<file path="config.mk">
export PLATFORM = sky130hd
export DESIGN_NAME = tte_front
export DESIGN_NICKNAME = d
export VERILOG_FILES = /design/src/design/tte_pkg.sv /design/src/design/tte_front.sv
export SDC_FILE = /design/constraint.sdc
export NUM_CORES = 1
export LEC_CHECK = 0
export ABC_AREA = 0
export ABC_CLOCK_PERIOD_IN_PS = 11900
export BUFFER_PORTS_ARGS = -buffer_cell sky130_fd_sc_hd__buf_2
export CORE_MARGIN = 3
export CORE_UTILIZATION = 52
export DETAILED_ROUTE_END_ITERATION = 10
export PLACE_DENSITY_LB_ADDON = 0.1
export SLEW_MARGIN = 20
export SYNTH_ARGS = -nofsm -noshare
export SYNTH_HDL_FRONTEND = slang
export SYNTH_SLANG_ARGS = --single-unit
</file>
<file path="constraint.sdc">
create_clock -name i_clk -period 11.9 [get_ports i_clk]
set_input_delay 1.785 -clock i_clk [delete_from_list [all_inputs] [get_ports i_clk]]
set_output_delay 1.785 -clock i_clk [all_outputs]
set_load 0.1 [all_outputs]
</file>
<file path="src/design/tte_pkg.sv">
package tte_pkg;

    // Table geometry. The slot is the low bits of the key, so the entry
    // count is a power of two.
    localparam int TABLE_ENTRIES = 4096;
    localparam int IDX_W         = $clog2(TABLE_ENTRIES);

    // Field widths.
    localparam int KEY_W   = 64;
    localparam int SCORE_W = 32;
    localparam int DEPTH_W = 8;
    localparam int BOUND_W = 2;

    // Request kinds.
    typedef enum logic {
        CMD_STORE  = 1'b0,
        CMD_LOOKUP = 1'b1
    } t_cmd;

    // Bound kinds held with an entry.
    localparam logic [BOUND_W-1:0] BOUND_EXACT = 2'd0;
    localparam logic [BOUND_W-1:0] BOUND_LOWER = 2'd1;
    localparam logic [BOUND_W-1:0] BOUND_UPPER = 2'd2;

    // One table entry as it sits in memory.
    typedef struct packed {
        logic [KEY_W-1:0]          key;
        logic signed [SCORE_W-1:0] score;
        logic [DEPTH_W-1:0]        depth;
        logic [BOUND_W-1:0]        bound;
    } t_entry;

    localparam int ENTRY_W = $bits(t_entry);

    // A classified request passed from the front end to the table.
    typedef struct packed {
        t_cmd                      cmd;
        logic [IDX_W-1:0]          idx;
        t_entry                    entry;
        logic signed [SCORE_W-1:0] alpha;
        logic signed [SCORE_W-1:0] beta;
    } t_req;

    // Status the table side reports back to the front end.
    typedef struct packed {
        logic clearing;
        logic ready;
    } t_back_status;

endpackage

</file>
<file path="src/design/tte_front.sv">
module tte_front (
    input  logic                               i_clk,
    input  logic                               i_rst_n,
    input  logic                               i_push,
    output logic                               o_full,
    input  logic                               i_command,
    input  logic [tte_pkg::KEY_W-1:0]          i_position_key,
    input  logic signed [tte_pkg::SCORE_W-1:0] i_entry_score,
    input  logic [tte_pkg::DEPTH_W-1:0]        i_search_depth,
    input  logic [tte_pkg::BOUND_W-1:0]        i_bound_kind,
    input  logic signed [tte_pkg::SCORE_W-1:0] i_alpha_in,
    input  logic signed [tte_pkg::SCORE_W-1:0] i_beta_in,
    output logic                               o_req_valid,
    output tte_pkg::t_req                      o_req,
    input  tte_pkg::t_back_status              i_status
);
    import tte_pkg::*;

    t_req       r_q [2];
    logic       r_wr_ptr;
    logic       r_rd_ptr;
    logic [1:0] r_count;
    t_req       new_req;
    logic       push_ok;
    logic       pop_ok;

    // Classify the incoming word: request kind and table slot.
    always_comb begin
        new_req.cmd         = t_cmd'(i_command);
        new_req.idx         = i_position_key[IDX_W-1:0];
        new_req.entry.key   = i_position_key;
        new_req.entry.score = i_entry_score;
        new_req.entry.depth = i_search_depth;
        new_req.entry.bound = i_bound_kind;
        new_req.alpha       = i_alpha_in;
        new_req.beta        = i_beta_in;
    end

    // The queue refuses words while it is full or the table is being cleared.
    assign o_full      = (r_count == 2'd2) || i_status.clearing;
    assign push_ok     = i_push && !o_full;
    assign o_req_valid = (r_count != 2'd0);
    assign pop_ok      = o_req_valid && i_status.ready;
    assign o_req       = r_q[r_rd_ptr];

    // Queue pointers and fill count.
    always_ff @(posedge i_clk) begin
        if (!i_rst_n) begin
            r_wr_ptr <= 1'b0;
            r_rd_ptr <= 1'b0;
            r_count  <= 2'd0;
        end else begin
            if (push_ok) begin
                r_wr_ptr <= ~r_wr_ptr;
            end
            if (pop_ok) begin
                r_rd_ptr <= ~r_rd_ptr;
            end
            r_count <= r_count + {1'b0, push_ok} - {1'b0, pop_ok};
        end
    end

    // Queue storage.
    always_ff @(posedge i_clk) begin
        if (push_ok) begin
            r_q[r_wr_ptr] <= new_req;
        end
    end

endmodule

</file>
# Word level (Yosys, flattened, before mapping)
# Memory sizes are Yosys's and may differ from the RTL's. A register that Yosys moved wholly into a read port is not among the register bits.
# Cells that the tools add are included.
[op_classes]
eq_ne = 1
n_reduce_logical = 5
muxes = 4
n_addsub = 2
n_bitwise = 2
[op_table]
columns = ["operator", "count"]
rows = [
  ["two-way mux 1 bit", 4],
  ["adder 2 x 1 -> 2 bit", 1],
  ["== test 2 bit (second input constant)", 1],
  ["logical AND 1 bit", 2],
  ["NOT 1 bit", 2],
  ["nonzero test 2 bit", 1],
  ["subtractor 2 x 1 -> 2 bit", 1],
  ["logical NOT 1 bit", 1],
  ["logical OR 1 bit", 1],
]
[totals]
mem_count = 1
out_inout_bits = 185
register_bits = 4
mem_bits_rw = 366
[memory_table]
columns = ["name", "words", "width", "rd", "rd_clocked_by_memory_dff", "write_ports", "line", "text"]
rows = [
  ["r_q", 2, 183, 1, 1, 1, "tte_front.sv:19", "t_req r_q [2];"],
]

# Logic depth before layout (Yosys ltp)
# Gate-level depths: netlist (run 1).
[logic_depth]
word_depth = 6
mapped_depth = 8
mapped_depth_nobuf = 8

# Least setup slack after synthesis (run 1)
# OpenSTA, ideal clock, no wires.
[synth_path]
kind = "in2reg"
from = "in i_status[1] (netlist name)"
to = "mem r_q[0][0] (netlist name) (enable)"
setup_slack_ns = 2.067
path_buffers = 0
arrival_ns = 9.128
t_required_ns = 11.195
cell_stages = 2
cell_sequence = "nand3b_1 nor2_1"
[synth_via]
elab_chain_cells = 5
[synth_lines]
columns = ["element", "line", "text"]
rows = [
  ["from (decl)", "tte_front.sv:15", "input tte_pkg::t_back_status i_status"],
  ["logical OR 1 bit", "tte_front.sv:40", "assign o_full = (r_count == 2'd2) || i_status.clearing;"],
  ["logical NOT 1 bit", "tte_front.sv:41", "assign push_ok = i_push && !o_full;"],
  ["logical AND 1 bit", "tte_front.sv:41", ""],
  ["two-way mux 1 bit", "tte_front.sv:65", "if (push_ok) begin"],
  ["two-way mux 1 bit (implied by the code)", "tte_front.sv:66", "r_q[r_wr_ptr] <= new_req;"],
  ["to (decl)", "tte_front.sv:19", ""],
]
# Every way passes these cells.

==> results of run 1 <==
[power breakdown]
part | switching (mW) | internal [mW]
Clock | 0.423 | 0.693
Combinational | 1.34 | 0.332
Sequential | 0.0374 | 1.44
[final cells by class]
type / count / area [um^2]
Sequential cell: 347 / 10400
Multi-Input combinational cell: 190 / 2410
Tap cell: 324 / 405
Timing Repair Buffer: 367 / 1880
Fill cell: 1672 / 8180
Antenna cell: 6 / 15.0
Clock inverter: 23 / 258
Clock buffer: 39 / 933
Inverter: 2 / 7.51
[registers in the layout (all words and copies together) (netlist names), named ones only]
| signal | flops |
|---|---|
| r_count | 2 |
| r_q | 342 |
| r_rd_ptr | 1 |
| r_wr_ptr | 1 |
[critical path, stage by stage (launching register included)]
cell and delay, ps:
dfxtp_4 730, buf_4 870, buf_6 710, mux2_4 290, buf_2 440
[worst paths after layout]
| path | from | to | slack, ps | cells after the start |
|---|---|---|---|---|
| setup / recovery | flop | o_req[174] | 6500 | 4 |
| hold / removal | r_wr_ptr | r_wr_ptr | 540 | 2 |
| setup reg to reg | r_count[0] | r_q[0][146] | 8890 | 4 |
| hold reg to reg | r_wr_ptr | r_wr_ptr | 540 | 2 |
[through the flow]
step	std cells	area (um^2)	setup WS [ps]	hold slack, ps
final	1298	16300	6500	536
after global routing	1295	16300	6220	566
after CTS	1291	16200	6070	537
after detailed placement	1229	15000	6600	529
after global placement	1229	15000	6650	492
after floorplan	570	13000	2070	451
[layout by cell type, fill, tap and decap left out, drive strengths merged]
cell and count:
clkbuf 39, bufinv 6, or2 1, and2 2
nor2 2, nand2b 2, clkinv 16, o21a 1
nand2 2, nand3b 1, buf 367, mux2 171
edfxtp 342, ha 2, xnor2 3, clkinvlp 1
dfxtp 5, mux2i 1, diode 6, nor2b 2
inv 2
[kinds of logic after synthesis]
| family | share of synthesized area, % |
|---|---|
| flip-flops | 79.6 |
| multiplexers | 17.4 |
| buffers and inverters | 2.01 |
| AND/OR/NAND/NOR | 0.509 |
| XOR/XNOR | 0.202 |
| adder cells (fa/ha/maj) | 0.192 |
| AO/OA/AOI/OAI | 0.0576 |
[per-layer routing]
layer | global-route usage [%] | up-vias | share of wire, %
met2 | 31.8 | 277 | 52
met1 | 20.7 | 3168 | 36
met3 | 6.86 | 60 | 10
met5 | 0 | - | 0.32
li1 | - | 2993 | -
met4 | 6.19 | 14 | 2.5
==> results.py, run 1 <==
metrics = {
    "timing": {
        "worst_slew_pin_slew_ps": 1070,
        "hold_viol": 0,
        "final_max_slew_viol_count": 0,
        "fin_crit_ps": 5400,
        "clock_skew_ps": 11.2,
        "fmax_mhz": 185,
        "grt_setup_unrepaired": "false",
        "setup_tns_ps": 0,
        "fin_crit_sh_pct": 45.3,
        "setup_viol": 0,
        "max_slew_margin_pct": 29.0,
    },
    "yosys": {
        "yosysWarnings": 0,
        "syn_avg_cell_area_um2": 22.9,
        "netlist_top_cells_count": "edfxtp_1 (342), mux2_4 (90), mux2_2 (81)",
        "ys_seq_area_share_pct": 79.6,
        "synth-seq-cells": 347,
        "synth_nets": 748,
        "synth-edff-count": 342,
        "synth.most_common_cell": "edfxtp_1",
        "synth-main-ff-cell": "edfxtp_1",
        "synthCells": 570,
        "synth_area_leader_cell": "edfxtp_1",
        "syn_area_mm2": 0.0130,
        "synthArstFlopShare_pct": 0,
        "synthTopCellsByArea": "edfxtp_1 (79%), mux2_4 (10%), mux2_2 (7.0%)",
        "yosysUniqueCellTypes": 19,
        "synth_top_cell_area_share_pct": 78.8,
    },
    "route": {
        "dr.pass1.iters": 4,
        "route.vias.total": 6512,
        "vias_per_cell": 5.02,
        "routed_wl_um": 25500,
        "drt_iter0_markers": 348,
        "drc_errors": 0,
        "routedWlPerCell_um": 19.6,
        "final_antenna_net_count": 0,
    },
    "setup_path": {
        "cp.required_ps": 10120,
        "crit_path_end_kind": "output pin",
        "worst-path-max-fanout": 65,
        "crit_type": "flop to output pin",
        "cp.arrival_ps": 3610,
        "cp-start-kind": "flop",
    },
    "finish": {
        "finish.utilization_pct": 66.6,
        "area_growth_pct": 25.0,
        "drive_gt1_share_pct": 61.4,
        "layout.nets": 1122,
    },
    "floorplan": {
        "die_h_um": 164,
        "rows": 57,
        "start_util_pct": 53.3,
        "io_pins": 361,
        "core_mm2": 0.0245,
        "die_area_mm2": 0.0270,
        "die_w_um": 164,
    },
    "power_and_ir_drop": {
        "peakVddDrop_uv": 213,
        "leakagePower_nw": 6.23,
        "power_density_mw_per_mm2": 262,
        "p_total_mw": 4.26,
    },
    "clock_tree": {
        "cts_tree": "done",
        "cts_hold_buf": 0,
        "path_clk_slew_ps": 60,
        "cts_buffers": 36,
        "clockBufferDepth": 3,
        "clk_latency_ps": 490,
        "h-tree-depth": 2,
        "cts-resized-gates": 0,
        "post_cts_buffers": 0,
        "cts_num_sinks": 347,
        "cts_root_buf": "clkbuf_16",
    },
    "job": {
        "drv_cap": 0,
    },
    "global_routing": {
        "track_usage_pct": 18.2,
        "antenna_found_initial": 10,
        "overflow": 0,
        "grt_max_degree": 82,
        "grt_pass1_vias": 6914,
        "grt_first_pass_wirelength_um": 37300,
    },
    "placement": {
        "hpwlAfterDp_um": 17500,
        "gp_congestion": 0.762,
        "io_buffers": 360,
    },
    "outcome": {
        "status": "completed",
    },
    "hold_path": {
        "hp-class": "flop to flop",
    },
}
Note: power is estimated with default switching activity, not from simulation.
==> run 2: changes to the inputs <==
--- a/config.mk
+++ b/config.mk
@@ -5,11 +5,11 @@
 export SDC_FILE = /design/constraint.sdc
 export NUM_CORES = 1
 export LEC_CHECK = 0
-export ABC_AREA = 0
-export ABC_CLOCK_PERIOD_IN_PS = 11900
+export ABC_AREA = 1
+export ABC_CLOCK_PERIOD_IN_PS = 4520
 export BUFFER_PORTS_ARGS = -buffer_cell sky130_fd_sc_hd__buf_2
 export CORE_MARGIN = 3
-export CORE_UTILIZATION = 52
+export CORE_UTILIZATION = 47
 export DETAILED_ROUTE_END_ITERATION = 10
 export PLACE_DENSITY_LB_ADDON = 0.1
 export SLEW_MARGIN = 20
==> constraint.sdc (replaced) <==
create_clock -name i_clk -period 4.52 [get_ports i_clk]
set_input_delay 0.678 -clock i_clk [delete_from_list [all_inputs] [get_ports i_clk]]
set_output_delay 0.678 -clock i_clk [all_outputs]
set_load 0.1 [all_outputs]
==> run 2 against run 1 <==
Against the previous run: clock skew increased by 7.0 ps; flip-flop and latch count unchanged; combinational power increased to 2.6 times the previous value; global-route usage decreased by 1.9 points; largest power group unchanged.
==> results.py, run 2 <==
metrics = {
    "floorplan": {
        "die_h_um": 173,
        "io_pins": 361,
        "core_mm2": 0.0271,
        "die_w_um": 173,
        "die_area_mm2": 0.0298,
        "start_util_pct": 48.1,
        "rows": 60,
    },
    "yosys": {
        "yosysWarnings": 0,
        "synth_area_leader_cell": "edfxtp_1",
        "synth.most_common_cell": "edfxtp_1",
        "netlist_top_cells_count": "edfxtp_1 (342), mux2_4 (90), mux2_2 (81)",
        "synth_nets": 761,
        "syn_area_mm2": 0.0130,
        "ys_seq_area_share_pct": 79.5,
        "synth-seq-cells": 347,
        "synth_top_cell_area_share_pct": 78.7,
        "synthTopCellsByArea": "edfxtp_1 (79%), mux2_4 (10%), mux2_2 (7.0%)",
        "syn_avg_cell_area_um2": 22.4,
        "yosysUniqueCellTypes": 15,
        "synthCells": 583,
        "synth-edff-count": 342,
        "synth-main-ff-cell": "edfxtp_1",
        "synthArstFlopShare_pct": 0,
    },
    "power_and_ir_drop": {
        "power_density_mw_per_mm2": 669,
        "p_total_mw": 10.9,
        "leakagePower_nw": 6.23,
        "peakVddDrop_uv": 492,
    },
    "global_routing": {
        "grt_pass1_vias": 6671,
        "grt_max_degree": 103,
        "track_usage_pct": 16.3,
        "antenna_found_initial": 9,
        "grt_first_pass_wirelength_um": 37800,
        "overflow": 0,
    },
    "placement": {
        "gp_congestion": 0.730,
        "postPlaceCellArea_mm2": 0.0152,
        "hpwlAfterDp_um": 16600,
        "pre_cts_slack_ps": 1750,
        "io_buffers": 360,
        "dp_cells": 1291,
    },
    "finish": {
        "final_cell_mix": "buf_2 (360), edfxtp_1 (342), mux2_4 (90), mux2_2 (81), clkbuf_16 (37)",
        "drive_gt1_share_pct": 59.9,
        "area_growth_pct": 24.9,
        "finish.utilization_pct": 60.1,
        "fin_cells": 1359,
        "fillers": 2052,
        "reg_top3": "r_q (342), r_count (2)",
        "largest_register_ffs": 342,
        "seqCellArea_mm2": 0.0104,
        "layout.nets": 1136,
        "final_area_mm2": 0.0163,
        "regMostFlops": "r_q",
        "mostFrequentLayoutCell": "buf_2",
        "multi_input_area_mm2": 0.00239,
    },
    "clock_tree": {
        "cts_hold_buf": 0,
        "path_clk_slew_ps": 60,
        "cts_buffers": 36,
        "clk_latency_ps": 510,
        "clockBufferDepth": 3,
        "cts_num_sinks": 347,
        "cts_tree": "done",
        "cts-resized-gates": 0,
        "post_cts_buffers": 0,
        "h-tree-depth": 2,
        "cts_root_buf": "clkbuf_16",
    },
    "setup_path": {
        "cp-start-kind": "flop",
        "cp.required_ps": 3840,
        "cpLargestDelayFamily": "buffers and inverters",
        "crit_type": "flop to output pin",
        "crit_path_end_kind": "output pin",
        "crit_path_top_delay_cell": "buf_12",
        "crit_chain": "buf_12 > mux2_4 > buf_2",
        "worstRegToRegCells": 6,
        "reg2reg_from": "r_count[0]",
        "path_buf_inv": 2,
        "max_stage_delay_ps": 500,
        "cp.arrival_ps": 2190,
        "cp.depth": 3,
        "worst-path-max-fanout": 102,
    },
    "route": {
        "drc_errors": 0,
        "routed_wl_um": 25300,
        "drt_iter0_markers": 328,
        "routedWlPerCell_um": 18.6,
        "final_antenna_net_count": 0,
        "route.vias.total": 6498,
        "dr.pass1.iters": 5,
        "vias_per_cell": 4.78,
    },
    "hold_path": {
        "hold_start": "i_bound_kind[0]",
        "min_path_cells": 1,
        "hp-class": "primary input to flop",
    },
    "timing": {
        "final_max_slew_viol_count": 0,
        "fin_hold_ws_ps": 349,
        "grt_setup_unrepaired": "false",
        "worst_slack_ps": 1650,
        "clock_skew_ps": 18.2,
        "setup_tns_ps": 0,
        "setup_viol": 0,
        "fin_crit_sh_pct": 63.4,
        "fin_crit_ps": 2870,
        "max_slew_margin_pct": 33.1,
        "hold_viol": 0,
        "worst_slew_pin_slew_ps": 1000,
        "fmax_mhz": 349,
    },
    "job": {
        "drv_cap": 0,
    },
    "outcome": {
        "status": "completed",
    },
}
-- run 2: cell count changes in the layout (fill, tap and decap cells not counted), sizes merged, moves of 2 or more --
cell,delta
nand2,+8
nor2,+4
inv,+9
and2,-2
xnor2,-3
nand2b,-2
bufinv,-5
nor2b,-2
nand3,+3
clkbuf,+6
diode,-2
-- run 2: metal layers --
layer / global-route usage (%) / part of all wire (%) / wire [um] / vias to the layer above
met5: 0 / 0.26 / 66 / -
met4: 5.17 / 1.6 / 415 / 12
met3: 7.58 / 11 / 2740 / 43
met2: 26.8 / 48 / 12200 / 258
met1: 19.2 / 39 / 9820 / 3147
li1: - / - / - / 3038
-- run 2: cells by family (layout without fill, tap and decap cells) --
kind of cell / count (synthesis) / after routing / synth area share (%)
AOI/OAI and AO/OA: 2 / 2 / 0.0959
adders and majority gates: 2 / 2 / 0.192
buffers and inverters: 41 / 441 / 2.24
other: 0 / 4 / 0
muxes: 171 / 171 / 17.4
DFF: 347 / 347 / 79.5
and+or+nand+nor: 20 / 20 / 0.624
-- run 2: power by group --
group	switching (mW)	internal, mW	leakage (nW)
combinational	3.49	0.842	2.51
clock	1.12	1.58	0.536
sequential	0.0525	3.80	3.18
-- run 2: cell type report --
class	instances	share of cell area (%)
Timing Repair Buffer	368	11.8
Sequential cell	347	63.7
Multi-Input combinational cell	195	14.7
Inverter	10	0.254
Clock inverter	18	0.676
Tap cell	372	2.86
Antenna cell	4	0.0615
Clock buffer	45	5.99
-- run 2: final timing paths --
kind,endpoint,slack [ps]
max,o_req[172],1650
min,r_q[1][64],350
min reg2reg,flop,500
max reg2reg,r_q[1][101],2090
